[src/rtl/rlwt_pkg.sv]
`default_nettype none

package rlwt_pkg;

    // Block capacity and derived widths
    localparam int MAX_INSTRS = 1024;
    localparam int POS_W      = $clog2(MAX_INSTRS);
    localparam int CNT_W      = $clog2(MAX_INSTRS + 1);
    localparam int SLOT_COUNT = 64;
    localparam int SLOT_W     = $clog2(SLOT_COUNT);

    // Result field widths
    localparam int CLASS_W    = 2;
    localparam int DEST_W     = 7;
    localparam int PROD_W     = 11;
    localparam int POSF_W     = 10;
    localparam int DATA_IN_W  = 32;
    localparam int DATA_OUT_W = 48;

    // Operation classes
    localparam logic [CLASS_W-1:0] CLS_CONTROL = 2'd0;
    localparam logic [CLASS_W-1:0] CLS_STORE   = 2'd1;
    localparam logic [CLASS_W-1:0] CLS_LOAD    = 2'd2;
    localparam logic [CLASS_W-1:0] CLS_COMPUTE = 2'd3;

    // Major opcodes
    localparam logic [6:0] OPC_LOAD     = 7'h03;
    localparam logic [6:0] OPC_LOAD_FP  = 7'h07;
    localparam logic [6:0] OPC_AUIPC    = 7'h17;
    localparam logic [6:0] OPC_STORE    = 7'h23;
    localparam logic [6:0] OPC_STORE_FP = 7'h27;
    localparam logic [6:0] OPC_OP       = 7'h33;
    localparam logic [6:0] OPC_LUI      = 7'h37;
    localparam logic [6:0] OPC_FMADD    = 7'h43;
    localparam logic [6:0] OPC_FMSUB    = 7'h47;
    localparam logic [6:0] OPC_FNMSUB   = 7'h4B;
    localparam logic [6:0] OPC_FNMADD   = 7'h4F;
    localparam logic [6:0] OPC_OP_FP    = 7'h53;
    localparam logic [6:0] OPC_BRANCH   = 7'h63;
    localparam logic [6:0] OPC_JALR     = 7'h67;
    localparam logic [6:0] OPC_JAL      = 7'h6F;
    localparam logic [6:0] OPC_SYSTEM   = 7'h73;

    // funct7 codes of FP ops that take an integer rs1
    localparam logic [6:0] F7_FMV_W_X   = 7'h78;
    localparam logic [6:0] F7_FCVT_S_W  = 7'h68;

    // Register usage of one instruction word
    typedef struct packed {
        logic [CLASS_W-1:0] op_class;
        logic               dest_used;
        logic [SLOT_W-1:0]  dest_slot;
        logic               rs1_used;
        logic [SLOT_W-1:0]  rs1_slot;
        logic               rs2_used;
        logic [SLOT_W-1:0]  rs2_slot;
    } dec_info_t;

    // Stored position to producer field (zero extend or truncate)
    function automatic logic [PROD_W-1:0] prod_field(input logic [POS_W-1:0] pos);
        logic [POS_W+PROD_W-1:0] tmp;
        tmp = '0;
        tmp[POS_W-1:0] = pos;
        return tmp[PROD_W-1:0];
    endfunction

    // Stored position to position field
    function automatic logic [POSF_W-1:0] pos_field(input logic [POS_W-1:0] pos);
        logic [POS_W+POSF_W-1:0] tmp;
        tmp = '0;
        tmp[POS_W-1:0] = pos;
        return tmp[POSF_W-1:0];
    endfunction

endpackage

`default_nettype wire

[src/rtl/rlwt_ram.sv]
`default_nettype none

module rlwt_ram #(
    parameter int WIDTH = 8,
    parameter int DEPTH = 16
) (
    input  wire logic                     clk,
    input  wire logic                     we,
    input  wire logic [$clog2(DEPTH)-1:0] waddr,
    input  wire logic [WIDTH-1:0]         wdata,
    input  wire logic                     re,
    input  wire logic [$clog2(DEPTH)-1:0] raddr,
    output logic      [WIDTH-1:0]         rdata
);

    logic [WIDTH-1:0] mem [DEPTH];

    // One write port, one registered read port; a read that meets a write
    // to the same entry returns the old contents
    always_ff @(posedge clk)
    begin
        if (we)
        begin
            mem[waddr] <= wdata;
        end
        if (re)
        begin
            rdata <= mem[raddr];
        end
    end

endmodule

`default_nettype wire

[src/rtl/rlwt_decode.sv]
`default_nettype none

module rlwt_decode import rlwt_pkg::*; (
    input  wire logic [DATA_IN_W-1:0] instruction,
    output dec_info_t                 info
);

    logic [6:0] opc;
    logic [6:0] f7;
    logic       fp_arith;
    logic       rs1_fp;
    logic       rs2_fp;
    logic       dest_fp;

    assign opc = instruction[6:0];
    assign f7  = instruction[31:25];

    assign fp_arith = (opc == OPC_OP_FP) || (opc == OPC_FMADD) || (opc == OPC_FMSUB)
                   || (opc == OPC_FNMSUB) || (opc == OPC_FNMADD);

    // Register file selection per operand
    assign rs1_fp  = fp_arith && (f7 != F7_FMV_W_X) && (f7 != F7_FCVT_S_W);
    assign rs2_fp  = (opc == OPC_STORE_FP) || fp_arith;
    assign dest_fp = (opc == OPC_LOAD_FP) || fp_arith;

    always_comb
    begin
        // Class by major opcode
        if ((opc == OPC_BRANCH) || (opc == OPC_JAL) || (opc == OPC_JALR)
            || (opc == OPC_SYSTEM))
        begin
            info.op_class = CLS_CONTROL;
        end
        else if ((opc == OPC_STORE) || (opc == OPC_STORE_FP))
        begin
            info.op_class = CLS_STORE;
        end
        else if ((opc == OPC_LOAD) || (opc == OPC_LOAD_FP))
        begin
            info.op_class = CLS_LOAD;
        end
        else
        begin
            info.op_class = CLS_COMPUTE;
        end

        // Operand usage and table slots (FP registers in the upper half)
        info.rs1_used  = (opc != OPC_LUI) && (opc != OPC_AUIPC) && (opc != OPC_JAL);
        info.rs1_slot  = {rs1_fp, instruction[19:15]};
        info.rs2_used  = (opc == OPC_OP) || (opc == OPC_STORE) || (opc == OPC_STORE_FP)
                      || (opc == OPC_BRANCH) || fp_arith;
        info.rs2_slot  = {rs2_fp, instruction[24:20]};
        info.dest_used = (opc != OPC_STORE) && (opc != OPC_STORE_FP) && (opc != OPC_BRANCH);
        info.dest_slot = {dest_fp, instruction[11:7]};
    end

endmodule

`default_nettype wire

[src/rtl/register_last_writer_tracker.sv]
// Register last-writer tracker. Each input beat carries one RISC-V instruction
// word (tlast marks the final word of a code block); each output beat returns
// its class, destination slot (0-31 integer, 32-63 FP, -1 none), the block
// positions of the last writers of rs1 and rs2 (-1 none), its own position and
// an overflow flag. One word is accepted per cycle while the result stage is
// free or draining; the sources are read from two copies of a 64-entry position
// RAM (one read port each) while the destination is written back in the same
// cycle, with the old contents returned on a read that meets that write. Per-
// slot valid flags in flops clear the whole table in the cycle after a tlast
// word, so the next block starts at once. Positions at or past MAX_INSTRS are
// reported with overflow set and position zero, and are not recorded.
`default_nettype none

module register_last_writer_tracker import rlwt_pkg::*; (
    input  wire logic                  clk,
    input  wire logic                  rst_n,
    input  wire logic                  s_tvalid,
    output logic                       s_tready,
    input  wire logic [DATA_IN_W-1:0]  s_tdata,   // [31:0] instruction
    input  wire logic                  s_tlast,   // last_in_block
    output logic                       m_tvalid,
    input  wire logic                  m_tready,
    output logic      [DATA_OUT_W-1:0] m_tdata    // [1:0] op_class, [8:2] dest_slot,
                                                  // [19:9] src1_producer,
                                                  // [30:20] src2_producer,
                                                  // [40:31] position, [41] overflow,
                                                  // [47:42] zero
);

    dec_info_t         dec;
    logic              accept;
    logic              ovf;
    logic              wr_en;
    logic [POS_W-1:0]  cur_pos;
    logic [POS_W-1:0]  rdata1;
    logic [POS_W-1:0]  rdata2;

    logic [CNT_W-1:0]      cnt_reg, cnt_next;
    logic [SLOT_COUNT-1:0] valid_reg, valid_next;

    logic                s1_valid_reg;
    logic [CLASS_W-1:0]  s1_class_reg;
    logic [DEST_W-1:0]   s1_dest_reg;
    logic                s1_use1_reg;
    logic                s1_use2_reg;
    logic [POS_W-1:0]    s1_pos_reg;
    logic                s1_ovf_reg;

    logic [PROD_W-1:0]   src1_prod;
    logic [PROD_W-1:0]   src2_prod;
    logic [POSF_W-1:0]   pos_out;

    rlwt_decode u_decode (
        .instruction (s_tdata),
        .info        (dec)
    );

    // Handshake: the result stage frees when it is empty or being drained
    assign s_tready = !s1_valid_reg || m_tready;
    assign accept   = s_tvalid && s_tready;

    assign ovf     = (cnt_reg >= CNT_W'(MAX_INSTRS));
    assign cur_pos = cnt_reg[POS_W-1:0];
    assign wr_en   = accept && dec.dest_used && !ovf;

    // Position table, one copy per source read port
    rlwt_ram #(
        .WIDTH (POS_W),
        .DEPTH (SLOT_COUNT)
    ) u_ram_rs1 (
        .clk   (clk),
        .we    (wr_en),
        .waddr (dec.dest_slot),
        .wdata (cur_pos),
        .re    (accept),
        .raddr (dec.rs1_slot),
        .rdata (rdata1)
    );

    rlwt_ram #(
        .WIDTH (POS_W),
        .DEPTH (SLOT_COUNT)
    ) u_ram_rs2 (
        .clk   (clk),
        .we    (wr_en),
        .waddr (dec.dest_slot),
        .wdata (cur_pos),
        .re    (accept),
        .raddr (dec.rs2_slot),
        .rdata (rdata2)
    );

    // Valid flags and position counter; end of block clears both
    always_comb
    begin
        valid_next = valid_reg;
        cnt_next   = cnt_reg;
        if (accept)
        begin
            if (wr_en)
            begin
                valid_next[dec.dest_slot] = 1'b1;
            end
            if (!ovf)
            begin
                cnt_next = cnt_reg + CNT_W'(1);
            end
            if (s_tlast)
            begin
                valid_next = '0;
                cnt_next   = '0;
            end
        end
    end

    always_ff @(posedge clk or negedge rst_n)
    begin
        if (!rst_n)
        begin
            valid_reg    <= '0;
            cnt_reg      <= '0;
            s1_valid_reg <= 1'b0;
        end
        else
        begin
            valid_reg <= valid_next;
            cnt_reg   <= cnt_next;
            if (accept)
            begin
                s1_valid_reg <= 1'b1;
            end
            else if (m_tready)
            begin
                s1_valid_reg <= 1'b0;
            end
        end
    end

    // Result stage payload, aligned with the RAM read data
    always_ff @(posedge clk)
    begin
        if (accept)
        begin
            s1_class_reg <= dec.op_class;
            s1_dest_reg  <= dec.dest_used ? {1'b0, dec.dest_slot} : '1;
            s1_use1_reg  <= dec.rs1_used && valid_reg[dec.rs1_slot];
            s1_use2_reg  <= dec.rs2_used && valid_reg[dec.rs2_slot];
            s1_pos_reg   <= ovf ? '0 : cur_pos;
            s1_ovf_reg   <= ovf;
        end
    end

    assign src1_prod = s1_use1_reg ? prod_field(rdata1) : '1;
    assign src2_prod = s1_use2_reg ? prod_field(rdata2) : '1;
    assign pos_out   = pos_field(s1_pos_reg);

    assign m_tvalid = s1_valid_reg;
    assign m_tdata  = {6'b0, s1_ovf_reg, pos_out, src2_prod, src1_prod,
                       s1_dest_reg, s1_class_reg};

    // Counter saturates at capacity
    a_cnt_range: assert property (@(posedge clk) disable iff (!rst_n)
        cnt_reg <= CNT_W'(MAX_INSTRS))
        else $error("position counter beyond capacity");

    // End of block leaves an empty table and a zero counter
    a_block_clear: assert property (@(posedge clk) disable iff (!rst_n)
        accept && s_tlast |=> (valid_reg == '0) && (cnt_reg == '0))
        else $error("table not cleared after last word of block");

    // A known producer always lies earlier in the block
    a_prod1_order: assert property (@(posedge clk) disable iff (!rst_n)
        s1_valid_reg && s1_use1_reg && !s1_ovf_reg |-> rdata1 < s1_pos_reg)
        else $error("rs1 producer not earlier than consumer");

    a_prod2_order: assert property (@(posedge clk) disable iff (!rst_n)
        s1_valid_reg && s1_use2_reg && !s1_ovf_reg |-> rdata2 < s1_pos_reg)
        else $error("rs2 producer not earlier than consumer");

    // Overflowed words report position zero
    a_ovf_pos: assert property (@(posedge clk) disable iff (!rst_n)
        s1_valid_reg && s1_ovf_reg |-> s1_pos_reg == '0)
        else $error("overflowed word carries a position");

endmodule

`default_nettype wire

[config.mk]
export PLATFORM = sky130hd
export DESIGN_NAME = register_last_writer_tracker
export DESIGN_NICKNAME = d
export VERILOG_FILES = /design/src/rtl/rlwt_pkg.sv /design/src/rtl/rlwt_ram.sv /design/src/rtl/rlwt_decode.sv /design/src/rtl/register_last_writer_tracker.sv
export SDC_FILE = /design/constraint.sdc
export NUM_CORES = 1
export LEC_CHECK = 0
export ABC_AREA = 1
export BUFFER_PORTS_ARGS = -buffer_cell sky130_fd_sc_hd__buf_2
export CORE_MARGIN = 2
export CORE_UTILIZATION = 49
export DETAILED_ROUTE_END_ITERATION = 6
export SYNTH_ARGS = -nofsm -noshare
export SYNTH_HDL_FRONTEND = slang
export SYNTH_SLANG_ARGS = --single-unit
export TNS_END_PERCENT = 50
[constraint.sdc]
create_clock -name clk -period 2.9 [get_ports clk]
set_input_delay 0.435 -clock clk [delete_from_list [all_inputs] [get_ports clk]]
set_output_delay 0.435 -clock clk [all_outputs]
set_load 0.02 [all_outputs]
After elaboration in Yosys (flattened, before gate mapping)
Memories as Yosys holds them, arrays and structs flattened. A register that Yosys moved wholly into a read port is not among the register bits.
Index checks and enable logic that the tools add are counted.
{"block": "totals", "out_inout_bits": 50, "elab_cells": 97, "reg_bits": 98, "mem_count": 2, "ram_bits": 1280, "inputBits": 37}
{"memory": "u_ram_rs1.mem", "depth": 64, "word_bits": 10, "read_ports": 1, "rd_clocked_by_memory_dff": 1, "write_ports": 1, "line": "rlwt_ram.sv:16", "source": "logic [WIDTH-1:0] mem [DEPTH];"}
{"memory": "u_ram_rs2.mem", "depth": 64, "word_bits": 10, "read_ports": 1, "rd_clocked_by_memory_dff": 1, "write_ports": 1, "line": "rlwt_ram.sv:16"}
{"block": "classes", "magnitude_cmp": 5, "add_sub_neg": 1, "n_eq_ne": 23, "n_bitwise": 1, "mux": 19, "reduce_logical": 35}
{"operator": "$mux W64", "n": 2}
{"operator": "$or A64 B64 Y64", "n": 1}
{"operator": "$eq A7 B7 Y1 const B", "n": 9}
{"operator": "$mux W11", "n": 4}
{"operator": "$ne A7 B7 Y1 const B", "n": 4}
{"operator": "$eq A7 B6 Y1 const B", "n": 3}
{"operator": "$lt A6 B7 Y1 const B", "n": 3}
{"operator": "$ne A7 B6 Y1 const B", "n": 3}
{"operator": "$logic_or A1 B1 Y1", "n": 16}
{"operator": "$bmux W1 S6", "n": 2}
{"operator": "$logic_and A1 B1 Y1", "n": 12}
{"operator": "$add A11 B1 Y11 const B", "n": 1}
{"operator": "$ge A11 B11 Y1 const B", "n": 1}
{"operator": "$mux W1", "n": 9}
{"operator": "$eq A7 B2 Y1 const B", "n": 1}
{"operator": "$eq A7 B3 Y1 const B", "n": 1}
{"operator": "$mux W7", "n": 1}
{"operator": "$ne A7 B5 Y1 const B", "n": 1}
{"operator": "$demux W1 S6", "n": 1}
{"operator": "$ge A6 B1 Y1 const B", "n": 1}
{"operator": "$reduce_and A2 Y1", "n": 2}
{"operator": "$reduce_bool A2 Y1", "n": 2}
{"operator": "$logic_not A1 Y1", "n": 2}
{"operator": "$ne A2 B2 Y1 const B", "n": 1}
{"operator": "$reduce_or A2 Y1", "n": 1}

Logic depth before layout (Yosys ltp)
{"block": "depth", "ltp_word": 13, "mapped_depth": 13, "ltp_nobuf": 11}

By module
A second synthesis with hierarchy kept.
{"block": "hier_totals", "hier_cells": 5242, "area_unflattened_um2": 58837.7}
{"module": "rlwt_ram", "seq_area_each_um2": 19518.7, "cells_per_inst": 2233, "instances": 2, "area_per_inst_um2": 26536.7}
{"module": "register_last_writer_tracker", "seq_area_each_um2": 2562.5, "cells_per_inst": 704, "instances": 1, "area_per_inst_um2": 5365.1}
{"module": "rlwt_decode", "seq_area_each_um2": 0.0, "cells_per_inst": 72, "instances": 1, "area_per_inst_um2": 399.1}

Least setup slack after synthesis
Ideal clock, no wire load.
{"block": "synth_timing", "path_kind": "register -> register", "start": "register s1_valid_reg, in the netlist m_tvalid", "end": "register cnt_reg[4]", "required_time_ps": 2825, "t_arrival_ps": 2642, "slack_ps": 183, "setup_ps": 75, "path_stages_with_launch": 10, "n_path_buf": 1, "synth_period_minus_slack_ps": 2717, "cell_sequence": "dfrtp_1 -> nand2_1 -> nand2_1 -> inv_1 -> nand2_1 -> nand2_1 -> buf_2 -> nand4_1 -> xor2_1 -> nor2_1"}
{"block": "synth_between", "elab_chain_cells": 4}
{"element": "start, declared", "line": "register_last_writer_tracker.sv:41", "source": "logic s1_valid_reg;"}
{"element": "start signal, assigned", "line": "register_last_writer_tracker.sv:122", "source": "s1_valid_reg <= 1'b0;"}
{"element": "start signal, assigned", "line": "register_last_writer_tracker.sv:130", "source": "s1_valid_reg <= 1'b1;"}
{"element": "start signal, assigned", "line": "register_last_writer_tracker.sv:134", "source": "s1_valid_reg <= 1'b0;"}
{"element": "$logic_not A1 Y1", "line": "register_last_writer_tracker.sv:59", "source": "assign s_tready = !s1_valid_reg || m_tready;"}
{"element": "$logic_or A1 B1 Y1", "line": "register_last_writer_tracker.sv:59"}
{"element": "named net s_tready", "line": "register_last_writer_tracker.sv:18", "source": "output logic s_tready,"}
{"element": "$logic_and A1 B1 Y1", "line": "register_last_writer_tracker.sv:60", "source": "assign accept = s_tvalid && s_tready;"}
{"element": "named net accept", "line": "register_last_writer_tracker.sv:31", "source": "logic accept;"}
{"element": "$reduce_and A2 Y1 (no line)"}
{"element": "end signal, assigned", "line": "register_last_writer_tracker.sv:127", "source": "cnt_reg <= cnt_next;"}
{"element": "end, declared", "line": "register_last_writer_tracker.sv:38", "source": "logic [CNT_W-1:0] cnt_reg, cnt_next;"}
The timed path passes the listed nets, and every way through them passes these cells.
A chain may end at the register's enable or synchronous reset.

Worst setup path in the final report
{"block": "layout_timing", "start": "register s1_valid_reg, in the netlist m_tvalid", "end": "memory u_ram_rs2.mem[25][8] in the netlist's numbering, enable pin"}
{"block": "layout_between", "elab_chain_cells": 7}
{"element": "$logic_not A1 Y1", "line": "register_last_writer_tracker.sv:59"}
{"element": "$logic_or A1 B1 Y1", "line": "register_last_writer_tracker.sv:59"}
{"element": "$logic_and A1 B1 Y1", "line": "register_last_writer_tracker.sv:60"}
{"element": "$logic_and A1 B1 Y1 (2 in a row)", "line": "register_last_writer_tracker.sv:64", "source": "assign wr_en = accept && dec.dest_used && !ovf;"}
{"element": "$mux W1", "line": "rlwt_ram.sv:22", "source": "if (we)"}
{"element": "$mux W1 (not written as such)", "line": "rlwt_ram.sv:24", "source": "mem[waddr] <= wdata;"}
{"element": "end, declared", "line": "rlwt_ram.sv:16"}
No other way between the ends.

==> metrics.yaml <==
synth-seq-cells: 758
crit_type: "reg -> reg"
wirelength_mm: 123
postCtsHoldBufs: 1
grt_max_degree: 122
gr-total-overflow: 0
multi_input_area_um2: 12700
wl_per_cell_um: 23.8
setup_tns_ps: 0
worst_pin_slew_ps: 882
rrSetupSlack_ps: 540
synth-edff-count: 682
status: "finished clean"
htreeDepth: 3
p_seq_frac: 0.473
hold_violations: 0
p_comb_frac: 0.106
period_needed_ps: 2360
setup_viol: 0
crit_path_cell_trace: "nand2_1 > nand2_1 > nor2_2 > nand3_4 > nor2_4 > nand2_2 > inv_2 > nand2_1 > inv_1"
insertion_delay_ps: 640
critical-path-slowest-cell: "inv_1"
worst-path-max-fanout: 10
numCtsBuffers: 83
cts_sinks: 758
io_buffer_count: 76
p_total_w: 0.0257
gp_congestion: 0.934
cp_data_arrival_time_ps: 2630
row_count: 102
die_w_um: 283
cpMostUsedCell: "nand2_1"
fmax_mhz: 424
core_um2: 77300
hp-class: "in -> reg"
p_leak_nw: 16.7
synth_area_leader_cell: "edfxtp_1"
worstHoldStart: "s_tlast"
r2r_cells: 9
regArea_um2: 22400
syn_avg_cell_area_um2: 9.53
viasPerCell: 6.00
synth_cell_type_count: 35
antenna_found_initial: 6
rsz0062_at_grt: "no"
dieArea_um2: 80300
r2r_end: "u_ram_rs2.mem[25][8]$_DFFE_PP_"
cts_resized: 0
crit_path_start_kind: "register"
grt_pass1_wl_mm: 180
first_pass_iters: 6
drc_errors: 0
relSlewSlack: 0.412
yosys_warnings: 0
setup.worst_path.end_class: "register"
syn-cell-area_um2: 38300
num_vias: 30900
dp_hpwl_mm: 78.2
largest_reg_flops: 630
clock_power_share: 0.421
post-synth-top-area-fraction: 0.535
p_sw_frac: 0.249
min_path_cells: 2
crit_required_ps: 3170
path_clk_slew_ps: 60
final_nets: 4088
seq_area_frac_synth: 0.585
max_stage_delay_ps: 380
finClkSkew_ps: 14.0
p_per_area_nw_per_um2: 594
ant_nets: 0
start_util: 0.495
synth_area_leaders: "edfxtp_1 54%, nand3_1 9.2%, o211ai_1 7.2%, nand2_1 5.3%, dfrtp_1 5.0%"
grt_pass1_vias: 28100
pin_count: 87
slew_viol_final: 0
crit-reg2reg-launch: "m_tvalid$_DFFE_PN0P_"
grt_usage: 0.299
cap_violations: 0
fp.dieH_um: 283
cts_tree: "yes"
internal_power_w: 0.0193
fin_util: 0.561
ir_drop_mv: 0.426
fillerInstances: 6783
fin_crit_sh: 0.814
cts_setup_buffers: 0
synth_flop_cell: "edfxtp_1"
synth_cells: 4014
drtIter0Drc: 3981
min_to: "cnt_reg[9]$_DFFE_PN0P_"
async_reset_ff_frac: 0.100
clockRootBuffer: "clkbuf_16"
cts_buffer_depth: 3
layout-drive-gt1-share: 0.114
p_switching_w: 0.00641
syn_to_final_growth_pct: 13.4
==> per-stage QoR <==
step / hold slack [ps] / instance area, um^2 / worst slack (ps) / cells
floorplan: 139 / 38300 / 183 / 4019
global placement: 498 / 40600 / 284 / 5003
detailed placement: 502 / 40600 / 265 / 5003
CTS: 29.2 / 43400 / 520 / 5155
global route: 65.6 / 43400 / 379 / 5155
finish: 65.6 / 43400 / 540 / 5157
==> critical path: cells and delay by family (launching register included) <==
family	cells	cell delay (ps)
buffers and inverters	2	590
DFF	1	370
and+or+nand+nor	7	1030
==> Yosys cell counts, types with 4 or more instances <==
library cell	count
a21oi_1	354
clkbuf_1	129
nand3_1	706
inv_2	10
edfxtp_1	682
nand4_1	17
nor2_1	107
buf_6	9
nand2_1	536
or2_2	20
o211ai_1	366
nor2_4	6
buf_2	118
dfrtp_1	76
nor3_1	4
nand2_2	6
nand3_2	5
o21ai_0	309
buf_4	12
buf_1	59
nor2_2	11
inv_1	453
==> worst max-delay path by stage <==
stage | from | end | cells after the start
after global placement | s_tdata[1] | u_ram_rs2.mem[26][1]$_DFFE_PP_ | 10
final | m_tvalid$_DFFE_PN0P_ | u_ram_rs2.mem[25][8]$_DFFE_PP_ | 9
after global routing | m_tvalid$_DFFE_PN0P_ | u_ram_rs2.mem[25][8]$_DFFE_PP_ | 9
after detailed placement | s_tdata[1] | u_ram_rs2.mem[7][0]$_DFFE_PP_ | 10
after CTS | m_tvalid$_DFFE_PN0P_ | u_ram_rs2.mem[25][8]$_DFFE_PP_ | 9
after floorplan | m_tvalid$_DFFE_PN0P_ | cnt_reg[4]$_DFFE_PN0P_ | 9
==> kinds of logic after synthesis <==
family                   share of synthesized area
buffers and inverters                       0.0846
other                                    0.0000980
AND/OR/NAND/NOR                              0.169
XOR/XNOR                                  0.000458
flip-flops                                   0.585
adder cells (fa/ha/maj)                   0.000654
AO/OA/AOI/OAI                                0.160
==> cell type report <==
type,instances,area share
Timing Repair Buffer,272,0.0571
Antenna cell,2,0.000115
Sequential cell,758,0.516
Inverter,466,0.0404
Clock buffer,103,0.0528
Tap cell,1040,0.0300
Multi-Input combinational cell,2468,0.292
Clock inverter,48,0.0112
==> power groups by stage <==
stage	Sequential (W)	Combinational [W]	Clock, W
final	0.0122	0.00273	0.0108
after detailed placement	0.0124	0.00267	0
after CTS	0.0122	0.00268	0.0110
after floorplan	0.0125	0.00149	0
after global placement	0.0124	0.00265	0
after global routing	0.0122	0.00292	0.0114
==> layer usage <==
layer	vias to the layer above	part of all wire	routed length, um	global-route usage
met5	-	0.00011	13	0
met4	2	0.033	4000	0.106
met3	218	0.099	12100	0.0563
met1	14900	0.42	51600	0.427
li1	14300	-	-	-
met2	1460	0.45	55100	0.459
==> cell usage in the layout (no fill, tap or decap), types with 23 or more instances in the layout <==
cell type / netlist / final
nand3_1: 706 / 706
nor2_1: 107 / 106
buf_12: 0 / 46
clkbuf_16: 0 / 88
nand2_1: 536 / 536
edfxtp_1: 682 / 682
clkinv_2: 0 / 23
inv_1: 453 / 452
o21ai_0: 309 / 309
dfrtp_1: 76 / 66
buf_4: 12 / 152
a21oi_1: 354 / 354
o211ai_1: 366 / 366
buf_2: 118 / 69
No activity file was read; power rests on OpenSTA's default activity.
